==> src/rtl/core/pfa_pkg.sv <==
// Shared types and constants for the prime field ALU.
// Used by the interfaces, controller, datapath and top level; no dependencies.
`default_nettype none

package pfa_pkg;

  // Operand width and step counter width
  localparam int W  = 32;
  localparam int CW = $clog2(W);

  // Modulus after reset
  localparam logic [W-1:0] MOD_RESET = W'(64'hFFFF_FFFB);

  typedef enum logic [2:0] {
    OP_ADD = 3'd0,
    OP_SUB = 3'd1,
    OP_MUL = 3'd2,
    OP_DIV = 3'd3,
    OP_NEG = 3'd4,
    OP_INV = 3'd5
  } op_e;

  typedef enum logic [4:0] {
    S_IDLE,
    S_RA,
    S_RA_RUN,
    S_RA_SET,
    S_RB,
    S_RB_RUN,
    S_RB_SET,
    S_DISP,
    S_MUL_RUN,
    S_MUL_SET,
    S_EDIV,
    S_EDIV_RUN,
    S_EMUL,
    S_EMUL_RUN,
    S_EUPD,
    S_ECHK,
    S_DONE
  } state_e;

  // Datapath commands, one per cycle
  typedef enum logic [4:0] {
    CMD_NONE,
    CMD_LOAD,
    CMD_DIV_A,
    CMD_DIV_B,
    CMD_DIV_STEP,
    CMD_SET_A,
    CMD_SET_B,
    CMD_ALU,
    CMD_MUL_AB,
    CMD_MUL_STEP,
    CMD_SET_MUL,
    CMD_EINIT,
    CMD_EDIV,
    CMD_EMUL,
    CMD_EUPD,
    CMD_MUL_AT,
    CMD_SET_INV,
    CMD_FLAG,
    CMD_PUSH
  } cmd_e;

  typedef struct packed {
    cmd_e cmd;
  } dp_cmd_t;

  typedef struct packed {
    logic [2:0] op;
    logic       step_last;
    logic       x_zero;
    logic       r1_zero;
    logic       r0_one;
  } dp_status_t;

endpackage

`default_nettype wire

==> src/rtl/core/pfa_in_if.sv <==
// Input channel of the prime field ALU: opcode and two operands.
// Depends on pfa_pkg for the operand width.
`default_nettype none

interface pfa_in_if;
  logic                  valid;
  logic                  ready;
  logic [2:0]            op;
  logic [pfa_pkg::W-1:0] operand_a;
  logic [pfa_pkg::W-1:0] operand_b;

  modport source (output valid, output op, output operand_a, output operand_b, input ready);
  modport sink   (input valid, input op, input operand_a, input operand_b, output ready);
endinterface

`default_nettype wire

==> src/rtl/core/pfa_out_if.sv <==
// Output channel of the prime field ALU: result and zero divisor flag.
// Depends on pfa_pkg for the operand width.
`default_nettype none

interface pfa_out_if;
  logic                  valid;
  logic                  ready;
  logic [pfa_pkg::W-1:0] result;
  logic                  zero_divisor;

  modport source (output valid, output result, output zero_divisor, input ready);
  modport sink   (input valid, input result, input zero_divisor, output ready);
endinterface

`default_nettype wire

==> src/rtl/core/pfa_ctrl.sv <==
// Sequencer for the prime field ALU: drives datapath commands per cycle.
// Depends on pfa_pkg for state, command and status types.
`default_nettype none

module pfa_ctrl (
  input  wire                  clk_i,
  input  wire                  rst_ni,
  input  wire                  in_valid_i,
  output logic                 in_ready_o,
  output logic                 out_valid_o,
  input  wire                  out_ready_i,
  input  pfa_pkg::dp_status_t  status_i,
  output pfa_pkg::dp_cmd_t     cmd_o
);

  pfa_pkg::state_e state_q, state_d;
  logic            out_valid_q, out_valid_d;
  logic            can_push;

  assign can_push = !out_valid_q || out_ready_i;

  // State and output valid registers
  always_ff @(posedge clk_i or negedge rst_ni) begin
    if (!rst_ni) begin
      state_q     <= pfa_pkg::S_IDLE;
      out_valid_q <= 1'b0;
    end else begin
      state_q     <= state_d;
      out_valid_q <= out_valid_d;
    end
  end

  // Next state
  always_comb begin
    state_d = state_q;
    case (state_q)
      pfa_pkg::S_IDLE:     if (in_valid_i) state_d = pfa_pkg::S_RA;
      pfa_pkg::S_RA:       state_d = pfa_pkg::S_RA_RUN;
      pfa_pkg::S_RA_RUN:   if (status_i.step_last) state_d = pfa_pkg::S_RA_SET;
      pfa_pkg::S_RA_SET:   state_d = pfa_pkg::S_RB;
      pfa_pkg::S_RB:       state_d = pfa_pkg::S_RB_RUN;
      pfa_pkg::S_RB_RUN:   if (status_i.step_last) state_d = pfa_pkg::S_RB_SET;
      pfa_pkg::S_RB_SET:   state_d = pfa_pkg::S_DISP;
      pfa_pkg::S_DISP: begin
        case (pfa_pkg::op_e'(status_i.op))
          pfa_pkg::OP_MUL: state_d = pfa_pkg::S_MUL_RUN;
          pfa_pkg::OP_DIV,
          pfa_pkg::OP_INV: state_d = status_i.x_zero ? pfa_pkg::S_DONE : pfa_pkg::S_EDIV;
          default:         state_d = pfa_pkg::S_DONE;
        endcase
      end
      pfa_pkg::S_MUL_RUN:  if (status_i.step_last) state_d = pfa_pkg::S_MUL_SET;
      pfa_pkg::S_MUL_SET:  state_d = pfa_pkg::S_DONE;
      pfa_pkg::S_EDIV:     state_d = pfa_pkg::S_EDIV_RUN;
      pfa_pkg::S_EDIV_RUN: if (status_i.step_last) state_d = pfa_pkg::S_EMUL;
      pfa_pkg::S_EMUL:     state_d = pfa_pkg::S_EMUL_RUN;
      pfa_pkg::S_EMUL_RUN: if (status_i.step_last) state_d = pfa_pkg::S_EUPD;
      pfa_pkg::S_EUPD:     state_d = pfa_pkg::S_ECHK;
      pfa_pkg::S_ECHK: begin
        if (!status_i.r1_zero) begin
          state_d = pfa_pkg::S_EDIV;
        end else if (status_i.r0_one &&
                     pfa_pkg::op_e'(status_i.op) == pfa_pkg::OP_DIV) begin
          state_d = pfa_pkg::S_MUL_RUN;
        end else begin
          state_d = pfa_pkg::S_DONE;
        end
      end
      pfa_pkg::S_DONE:     if (can_push) state_d = pfa_pkg::S_IDLE;
      default:             state_d = pfa_pkg::S_IDLE;
    endcase
  end

  // Outputs and datapath commands
  always_comb begin
    cmd_o.cmd   = pfa_pkg::CMD_NONE;
    in_ready_o  = 1'b0;
    out_valid_d = out_valid_q && !out_ready_i;
    case (state_q)
      pfa_pkg::S_IDLE: begin
        in_ready_o = 1'b1;
        if (in_valid_i) cmd_o.cmd = pfa_pkg::CMD_LOAD;
      end
      pfa_pkg::S_RA:       cmd_o.cmd = pfa_pkg::CMD_DIV_A;
      pfa_pkg::S_RA_RUN,
      pfa_pkg::S_RB_RUN,
      pfa_pkg::S_EDIV_RUN: cmd_o.cmd = pfa_pkg::CMD_DIV_STEP;
      pfa_pkg::S_RA_SET:   cmd_o.cmd = pfa_pkg::CMD_SET_A;
      pfa_pkg::S_RB:       cmd_o.cmd = pfa_pkg::CMD_DIV_B;
      pfa_pkg::S_RB_SET:   cmd_o.cmd = pfa_pkg::CMD_SET_B;
      pfa_pkg::S_DISP: begin
        case (pfa_pkg::op_e'(status_i.op))
          pfa_pkg::OP_MUL: cmd_o.cmd = pfa_pkg::CMD_MUL_AB;
          pfa_pkg::OP_DIV,
          pfa_pkg::OP_INV: cmd_o.cmd = status_i.x_zero ? pfa_pkg::CMD_FLAG
                                                       : pfa_pkg::CMD_EINIT;
          default:         cmd_o.cmd = pfa_pkg::CMD_ALU;
        endcase
      end
      pfa_pkg::S_MUL_RUN,
      pfa_pkg::S_EMUL_RUN: cmd_o.cmd = pfa_pkg::CMD_MUL_STEP;
      pfa_pkg::S_MUL_SET:  cmd_o.cmd = pfa_pkg::CMD_SET_MUL;
      pfa_pkg::S_EDIV:     cmd_o.cmd = pfa_pkg::CMD_EDIV;
      pfa_pkg::S_EMUL:     cmd_o.cmd = pfa_pkg::CMD_EMUL;
      pfa_pkg::S_EUPD:     cmd_o.cmd = pfa_pkg::CMD_EUPD;
      pfa_pkg::S_ECHK: begin
        if (status_i.r1_zero) begin
          if (!status_i.r0_one) begin
            cmd_o.cmd = pfa_pkg::CMD_FLAG;
          end else if (pfa_pkg::op_e'(status_i.op) == pfa_pkg::OP_DIV) begin
            cmd_o.cmd = pfa_pkg::CMD_MUL_AT;
          end else begin
            cmd_o.cmd = pfa_pkg::CMD_SET_INV;
          end
        end
      end
      pfa_pkg::S_DONE: begin
        if (can_push) begin
          cmd_o.cmd   = pfa_pkg::CMD_PUSH;
          out_valid_d = 1'b1;
        end
      end
      default: cmd_o.cmd = pfa_pkg::CMD_NONE;
    endcase
  end

  assign out_valid_o = out_valid_q;

endmodule

`default_nettype wire

==> src/rtl/core/pfa_dp.sv <==
// Datapath of the prime field ALU: shift-subtract divider, double-and-add
// modular multiplier, Euclid registers and output register. Uses pfa_pkg.
`default_nettype none

module pfa_dp (
  input  wire                  clk_i,
  input  wire                  rst_ni,
  input  pfa_pkg::dp_cmd_t     cmd_i,
  input  wire [2:0]            op_i,
  input  wire [pfa_pkg::W-1:0] a_i,
  input  wire [pfa_pkg::W-1:0] b_i,
  input  wire [pfa_pkg::W-1:0] modulus_i,
  output pfa_pkg::dp_status_t  status_o,
  output logic [pfa_pkg::W-1:0] result_o,
  output logic                 zero_divisor_o
);

  localparam int W  = pfa_pkg::W;
  localparam int CW = pfa_pkg::CW;

  logic [2:0]   op_q;
  logic [W-1:0] m_q, a_q, b_q;
  logic [W-1:0] rem_q, quo_q, d_q;
  logic [W-1:0] x_q, y_q, acc_q;
  logic [W-1:0] r0_q, r1_q, t0_q, t1_q;
  logic [W-1:0] res_q, out_res_q;
  logic         flag_q, out_flag_q;
  logic [CW-1:0] cnt_q;

  logic [W-1:0] m_eff;
  logic [W:0]   trial;
  logic         trial_ge;
  logic [W-1:0] rem_nx;
  logic [W:0]   dbl_s, addx_s, add_s;
  logic [W-1:0] dbl, addx, acc_nx, qm, nt, alu_res;

  assign m_eff = (modulus_i < W'(2)) ? W'(1) : modulus_i;

  // Divider step: bring in one dividend bit, subtract when it fits
  assign trial    = {rem_q, quo_q[W-1]};
  assign trial_ge = trial >= {1'b0, d_q};
  assign rem_nx   = trial_ge ? W'(trial - {1'b0, d_q}) : trial[W-1:0];

  // Multiplier step: acc = 2*acc (+ x) mod m
  assign dbl_s  = {1'b0, acc_q} + {1'b0, acc_q};
  assign dbl    = (dbl_s >= {1'b0, m_q}) ? W'(dbl_s - {1'b0, m_q}) : dbl_s[W-1:0];
  assign addx_s = {1'b0, dbl} + {1'b0, x_q};
  assign addx   = (addx_s >= {1'b0, m_q}) ? W'(addx_s - {1'b0, m_q}) : addx_s[W-1:0];
  assign acc_nx = y_q[W-1] ? addx : dbl;

  // Quotient reduced mod m, and t0 - q*t1 mod m
  assign qm = (quo_q >= m_q) ? quo_q - m_q : quo_q;
  assign nt = (t0_q >= acc_q) ? t0_q - acc_q : t0_q - acc_q + m_q;

  // Combinational ops: add, subtract, negate
  assign add_s = {1'b0, a_q} + {1'b0, b_q};
  always_comb begin
    case (pfa_pkg::op_e'(op_q))
      pfa_pkg::OP_ADD: alu_res = (add_s >= {1'b0, m_q}) ? W'(add_s - {1'b0, m_q})
                                                          : add_s[W-1:0];
      pfa_pkg::OP_SUB: alu_res = (a_q >= b_q) ? a_q - b_q : a_q - b_q + m_q;
      pfa_pkg::OP_NEG: alu_res = (a_q == '0) ? '0 : m_q - a_q;
      default:         alu_res = '0;
    endcase
  end

  // Step counter shared by divider and multiplier
  always_ff @(posedge clk_i or negedge rst_ni) begin
    if (!rst_ni) begin
      cnt_q <= '0;
    end else begin
      case (cmd_i.cmd)
        pfa_pkg::CMD_DIV_STEP,
        pfa_pkg::CMD_MUL_STEP: cnt_q <= cnt_q + CW'(1);
        pfa_pkg::CMD_NONE:     cnt_q <= cnt_q;
        default:               cnt_q <= '0;
      endcase
    end
  end

  // Payload registers
  always_ff @(posedge clk_i) begin
    case (cmd_i.cmd)
      pfa_pkg::CMD_LOAD: begin
        op_q <= op_i;
        a_q  <= a_i;
        b_q  <= b_i;
        m_q  <= m_eff;
      end
      pfa_pkg::CMD_DIV_A: begin
        rem_q <= '0;
        quo_q <= a_q;
        d_q   <= m_q;
      end
      pfa_pkg::CMD_DIV_B: begin
        rem_q <= '0;
        quo_q <= b_q;
        d_q   <= m_q;
      end
      pfa_pkg::CMD_DIV_STEP: begin
        rem_q <= rem_nx;
        quo_q <= {quo_q[W-2:0], trial_ge};
      end
      pfa_pkg::CMD_SET_A: a_q <= rem_q;
      pfa_pkg::CMD_SET_B: b_q <= rem_q;
      pfa_pkg::CMD_ALU: begin
        res_q  <= alu_res;
        flag_q <= 1'b0;
      end
      pfa_pkg::CMD_MUL_AB: begin
        acc_q <= '0;
        x_q   <= a_q;
        y_q   <= b_q;
      end
      pfa_pkg::CMD_MUL_STEP: begin
        acc_q <= acc_nx;
        y_q   <= {y_q[W-2:0], 1'b0};
      end
      pfa_pkg::CMD_SET_MUL: begin
        res_q  <= acc_q;
        flag_q <= 1'b0;
      end
      pfa_pkg::CMD_EINIT: begin
        r0_q <= m_q;
        r1_q <= (pfa_pkg::op_e'(op_q) == pfa_pkg::OP_DIV) ? b_q : a_q;
        t0_q <= '0;
        t1_q <= W'(1);
      end
      pfa_pkg::CMD_EDIV: begin
        rem_q <= '0;
        quo_q <= r0_q;
        d_q   <= r1_q;
      end
      pfa_pkg::CMD_EMUL: begin
        acc_q <= '0;
        x_q   <= t1_q;
        y_q   <= qm;
      end
      pfa_pkg::CMD_EUPD: begin
        r0_q <= r1_q;
        r1_q <= rem_q;
        t0_q <= t1_q;
        t1_q <= nt;
      end
      pfa_pkg::CMD_MUL_AT: begin
        acc_q <= '0;
        x_q   <= a_q;
        y_q   <= t0_q;
      end
      pfa_pkg::CMD_SET_INV: begin
        res_q  <= t0_q;
        flag_q <= 1'b0;
      end
      pfa_pkg::CMD_FLAG: begin
        res_q  <= '0;
        flag_q <= 1'b1;
      end
      pfa_pkg::CMD_PUSH: begin
        out_res_q  <= res_q;
        out_flag_q <= flag_q;
      end
      default: ;
    endcase
  end

  assign status_o.op        = op_q;
  assign status_o.step_last = (cnt_q == CW'(W - 1));
  assign status_o.x_zero    = (pfa_pkg::op_e'(op_q) == pfa_pkg::OP_DIV) ? (b_q == '0)
                                                                         : (a_q == '0);
  assign status_o.r1_zero   = (r1_q == '0);
  assign status_o.r0_one    = (r0_q == W'(1));

  assign result_o       = out_res_q;
  assign zero_divisor_o = out_flag_q;

endmodule

`default_nettype wire

==> src/rtl/core/prime_field_alu.sv <==
// Prime field ALU: one item at a time. Both operands are reduced first (shift-subtract
// divider). Add, subtract, negate: one ALU step, and the next item is taken once the
// result is pushed; multiply adds one double-and-add step per operand bit. Invert adds a
// divider pass then a multiplier pass per Euclid iteration, up to about 47 iterations;
// divide adds one more multiply.
// A finished result waits in the output register; the next item is taken meanwhile.
// Reset (rst_ni low, async) idles the sequencer, empties the output, sets the modulus.
`default_nettype none

module prime_field_alu (
  input  wire                   clk_i,
  input  wire                   rst_ni,
  input  wire                   cfg_we_i,
  input  wire [pfa_pkg::W-1:0]  cfg_wdata_i,
  pfa_in_if.sink                in_i,
  pfa_out_if.source             out_o
);

  logic [pfa_pkg::W-1:0] modulus_q;
  pfa_pkg::dp_cmd_t      cmd;
  pfa_pkg::dp_status_t   status;

  // Modulus register
  always_ff @(posedge clk_i or negedge rst_ni) begin
    if (!rst_ni) begin
      modulus_q <= pfa_pkg::MOD_RESET;
    end else if (cfg_we_i) begin
      modulus_q <= cfg_wdata_i;
    end
  end

  pfa_ctrl u_ctrl (
    .clk_i       (clk_i),
    .rst_ni      (rst_ni),
    .in_valid_i  (in_i.valid),
    .in_ready_o  (in_i.ready),
    .out_valid_o (out_o.valid),
    .out_ready_i (out_o.ready),
    .status_i    (status),
    .cmd_o       (cmd)
  );

  pfa_dp u_dp (
    .clk_i          (clk_i),
    .rst_ni         (rst_ni),
    .cmd_i          (cmd),
    .op_i           (in_i.op),
    .a_i            (in_i.operand_a),
    .b_i            (in_i.operand_b),
    .modulus_i      (modulus_q),
    .status_o       (status),
    .result_o       (out_o.result),
    .zero_divisor_o (out_o.zero_divisor)
  );

`ifndef ASSERT_OFF
  // Results always reduced below the effective modulus
  a_res_reduced: assert property (@(posedge clk_i) disable iff (!rst_ni)
    out_o.valid |-> ((modulus_q < pfa_pkg::W'(2)) ? (out_o.result == '0)
                                                   : (out_o.result < modulus_q)))
    else $error("result not reduced");

  // Zero divisor case always returns zero
  a_flag_zero: assert property (@(posedge clk_i) disable iff (!rst_ni)
    (out_o.valid && out_o.zero_divisor) |-> (out_o.result == '0))
    else $error("flagged result not zero");

  // Busy after an input transfer
  a_busy: assert property (@(posedge clk_i) disable iff (!rst_ni)
    (in_i.valid && in_i.ready) |=> !in_i.ready)
    else $error("input taken while busy");
`endif

endmodule

`default_nettype wire

==> src/flat_wrapper.sv <==
// flat-port wrapper written by rule: the top's interface ports become plain ports
module prime_field_alu_flat 
  (clk_i, rst_ni, cfg_we_i, cfg_wdata_i, in_i_valid, in_i_op, in_i_operand_a, in_i_operand_b, in_i_ready, out_o_valid, out_o_result, out_o_zero_divisor, out_o_ready);
  pfa_in_if in_i_i ();
  pfa_out_if out_o_i ();
  input  wire clk_i;
  input  wire rst_ni;
  input  wire cfg_we_i;
  input  wire [pfa_pkg::W-1:0] cfg_wdata_i;
  input wire logic [$bits(in_i_i.valid)-1:0] in_i_valid;
  input wire logic [$bits(in_i_i.op)-1:0] in_i_op;
  input wire logic [$bits(in_i_i.operand_a)-1:0] in_i_operand_a;
  input wire logic [$bits(in_i_i.operand_b)-1:0] in_i_operand_b;
  output wire logic [$bits(in_i_i.ready)-1:0] in_i_ready;
  output wire logic [$bits(out_o_i.valid)-1:0] out_o_valid;
  output wire logic [$bits(out_o_i.result)-1:0] out_o_result;
  output wire logic [$bits(out_o_i.zero_divisor)-1:0] out_o_zero_divisor;
  input wire logic [$bits(out_o_i.ready)-1:0] out_o_ready;
  assign in_i_i.valid = in_i_valid;
  assign in_i_i.op = in_i_op;
  assign in_i_i.operand_a = in_i_operand_a;
  assign in_i_i.operand_b = in_i_operand_b;
  assign in_i_ready = in_i_i.ready;
  assign out_o_valid = out_o_i.valid;
  assign out_o_result = out_o_i.result;
  assign out_o_zero_divisor = out_o_i.zero_divisor;
  assign out_o_i.ready = out_o_ready;
  prime_field_alu u_core (.clk_i(clk_i), .rst_ni(rst_ni), .cfg_we_i(cfg_we_i), .cfg_wdata_i(cfg_wdata_i), .in_i(in_i_i), .out_o(out_o_i));
endmodule
==> config.mk <==
export PLATFORM = sky130hd
export DESIGN_NAME = prime_field_alu_flat
export DESIGN_NICKNAME = d
export VERILOG_FILES = /design/src/rtl/core/pfa_pkg.sv /design/src/rtl/core/pfa_in_if.sv /design/src/rtl/core/pfa_out_if.sv /design/src/rtl/core/pfa_ctrl.sv /design/src/rtl/core/pfa_dp.sv /design/src/rtl/core/prime_field_alu.sv /design/src/flat_wrapper.sv
export SDC_FILE = /design/constraint.sdc
export NUM_CORES = 2
export LEC_CHECK = 0
export ABC_AREA = 1
export BUFFER_PORTS_ARGS = -buffer_cell sky130_fd_sc_hd__buf_2
export CAP_MARGIN = 40
export CORE_ASPECT_RATIO = 1.1
export CORE_MARGIN = 8
export CORE_UTILIZATION = 31
export CTS_BUF_LIST = sky130_fd_sc_hd__clkbuf_2
export DETAILED_ROUTE_END_ITERATION = 10
export PLACE_DENSITY = 0.51
export SYNTH_ARGS = -nofsm -noshare
export SYNTH_HDL_FRONTEND = slang
export SYNTH_SLANG_ARGS = --single-unit
==> constraint.sdc <==
create_clock -name clk_i -period 7.43 [get_ports clk_i]
set_input_delay 0.743 -clock clk_i [delete_from_list [all_inputs] [get_ports clk_i]]
set_output_delay 0.743 -clock clk_i [all_outputs]
set_load 0.01 [all_outputs]
==> flow_summary.yaml <==
clock_tree:
  clock_tree_from_tritoncts: "yes"
  clock_latency_ps: 1710
  h-tree-depth: 4
  worst_setup_hold_path_clk_slew_ps: 130
  clock_sink_count: 528
  clockRootBuffer: "sky130_fd_sc_hd__clkbuf_2"
  clock_tree.buffer_depth: 3
  cts_inserted_buffers: 154
synth:
  yosys_most_used_dff: "sky130_fd_sc_hd__edfxtp_1"
  ys_ff_latch: 528
  syn-cell-area_um2: 50400
  synth_enable_flop_cells: 485
  synth_seq_area_share_pct: 31.1
  syn-mean-instance-area_um2: 6.75
  yosysUniqueCellTypes: 59
  syn_nets: 7975
  synth_top_area_cell: "sky130_fd_sc_hd__edfxtp_1"
  asyncSetResetFlopFracSynth_pct: 8.14
  netlist_top_cells_area: "sky130_fd_sc_hd__edfxtp_1, sky130_fd_sc_hd__nand2_1, sky130_fd_sc_hd__ha_1"
  syn-instance-count: 7476
  area_share_of_the_largest_cell_type_after_synthesis_pct: 28.9
  ys_warnings: 0
worst_setup_path:
  critPathMaxStageDelay_ps: 540
  cp_num_buf_inv: 4
  critical_path.most_common_cell: "sky130_fd_sc_hd__nand2_1"
  setup.worst_path.start_class: "flip-flop"
  critical-path-top-delay-family: "simple AND/OR/NAND/NOR gates"
  worst_path_max_delay_cell: "sky130_fd_sc_hd__edfxtp_1"
  timing.critical_path.fanout_max: 27
  critPathKind: "flip-flop to flip-flop"
  worst_setup_ep_type: "flip-flop"
  cp.arrival_ps: 8220
  critical_path_required_ps: 8710
timing:
  timing_max_transition_violations_final: 0
  hold_ws_ps: 212
  rsz0062_at_grt: "no"
  timing_worst_slew_pin_value_ps: 1170
  finalWorstPathRequiredPeriod_ps: 6940
  finClkSkew_ps: 202
  setup-violations-final: 0
  final-hold-violation-count: 0
  timing.final.crit_share_pct: 93.4
  max-slew-margin-rel_pct: 21.8
  clock.fmax_mhz: 144
grt:
  grt_antenna_before_repair: 47
  grt_pass1_wl_um: 416000
  grt_overflow_total: 0
  number_of_global_route_vias_before_repair: 54200
  pin_count_of_the_biggest_net_entering_global_routing: 93
  grt_total_usage_pct: 33.2
placed_design:
  io_buffer_count: 138
  finalWeightedCongestion: 1.02
  hpwlAfterDp_um: 252000
routing:
  drtAntennaViolNets: 0
  number_of_detailed_routing_iterations_run_before_antenna_repair: 6
  detail_route.wirelength_um: 305000
  drt-vias-per-instance: 5.51
  route.detailed.wl_per_inst_um: 29.7
  initialDrtViolationCount: 6161
  remaining_drc_errors: 0
  via_count: 56700
finish:
  total_nets_final: 8533
  most-common-layout-cells: "sky130_fd_sc_hd__nand2_1, sky130_fd_sc_hd__inv_1, sky130_fd_sc_hd__nor2_1, sky130_fd_sc_hd__nand3_1, sky130_fd_sc_hd__a21oi_1"
  most_frequent_standard_cell_in_the_layout_excluding_fill_and_tap_cells: "sky130_fd_sc_hd__nand2_1"
  drive_above_1_share_pct: 8.62
  syn2layout_area_growth_pct: 17.0
floorplan:
  initial_utilization_pct: 31.1
  chipHeight_um: 439
  die_area_um2: 176000
  floorplan.io_pins: 139
  row_count: 155
  die_w_um: 401
  core-area_um2: 162000
status:
  run_status: "complete, no violations"
flow_run:
  max_cap_viol_count: 0
hold_path:
  hold_path_class: "input port to flip-flop"
-- kinds of logic (layout without fill, tap and decap cells) --
group | Yosys count | count (layout) | share of synthesized area, %
simple gates | 3736 | 3736 | 30.7
fa+ha+maj | 395 | 395 | 9.98
buf+inv | 1258 | 1926 | 9.64
flops | 528 | 528 | 31.1
other cells | 0 | 24 | 0
compound gates | 1338 | 1338 | 14.8
xor+xnor | 221 | 221 | 3.84
-- cell type report --
type	instances	area [µm²]
fillers	17800	103000
multi-input cells	5690	30000
flip-flops and latches	528	15700
repair buffers	626	5310
inverters	1034	3880
well taps	2119	2650
clock buffers	212	1060
clock inverters	54	377
diodes	24	60.1
-- path summary, 6_finish.rpt --
check / startpoint / endpoint / slack, ps / cells after the start
worst max register to register: u_core.u_dp.m_q[2] / u_core.u_dp.acc_q[31] / 490 / 38
max in group asynchronous: rst_ni / u_core.u_dp.cnt_q[0] / 6490 / 4
worst min-delay path: in_i_valid / u_core.u_ctrl.state_q[0] / 210 / 5
worst min register to register: u_core.u_dp.res_q[4] / u_core.u_dp.result_o[4] / 360 / 0
min in group asynchronous: rst_ni / u_core.u_ctrl.state_q[3] / 370 / 4
worst max-delay path: u_core.u_dp.m_q[2] / u_core.u_dp.acc_q[31] / 490 / 38
-- cells in the mapped netlist (all sizes together) (6+ instances only) --
master	count
edfxtp	485
nand3	560
dfstp	31
o21ai	524
o22ai	7
nand4	103
o211ai	80
buf	84
a31oi	29
nor2	728
o21bai	55
nand3b	31
dfrtp	12
inv	1032
o21a	21
a21boi	20
a21oi	512
ha	383
nand2	2153
xor2	142
xnor2	79
a21o	39
nor3	91
fa	12
a211oi	7
clkbuf	140
a22oi	32
and2	7
or2	18
nor4	35
and3	6
-- repair_timing --
action,4_1_cts,5_1_grt
hold buffers,267,0
setup buffers,0,1
setup endpoints to repair,1,32
hold endpoints to repair,156,0
gates resized for setup,1,12
-- per-layer routing --
layer  part of all wire [%]  GRT usage (%)
met5                  0.066              0
met2                     44           53.2
met3                    8.1           6.65
met4                    7.1           19.8
met1                     40           41.4
-- worst reg2reg max path: cells and delay by family, from the launching register on --
kind | cells | cell delay [ps]
AND/OR/NAND/NOR | 25 | 3400
adder cells (fa/ha/maj) | 3 | 1130
buffers and inverters | 4 | 690
flip-flops | 1 | 540
AO/OA/AOI/OAI | 6 | 890
-- stage by stage --
| stage | TNS (ps) | instances | utilization, % | area, µm² | setup WS (ps) |
|---|---|---|---|---|---|
| 3_3_place_gp | -117 | 9706 | 33.6 | 54400 | -73.5 |
| 6_report | 0 | 10300 | 36.4 | 59000 | 492 |
| 5_1_grt | 0 | 10300 | 36.4 | 59000 | 46.0 |
| 3_5_place_dp | 0 | 9728 | 33.8 | 54800 | 35.0 |
| 4_1_cts | 0 | 10300 | 36.4 | 58900 | 10.8 |
| 2_1_floorplan | 0 | 7476 | - | 50400 | 1480 |
Power is left out: the tool's default activity adds up to more than one toggle a clock period on the data nets, which glitch-free logic cannot reach.
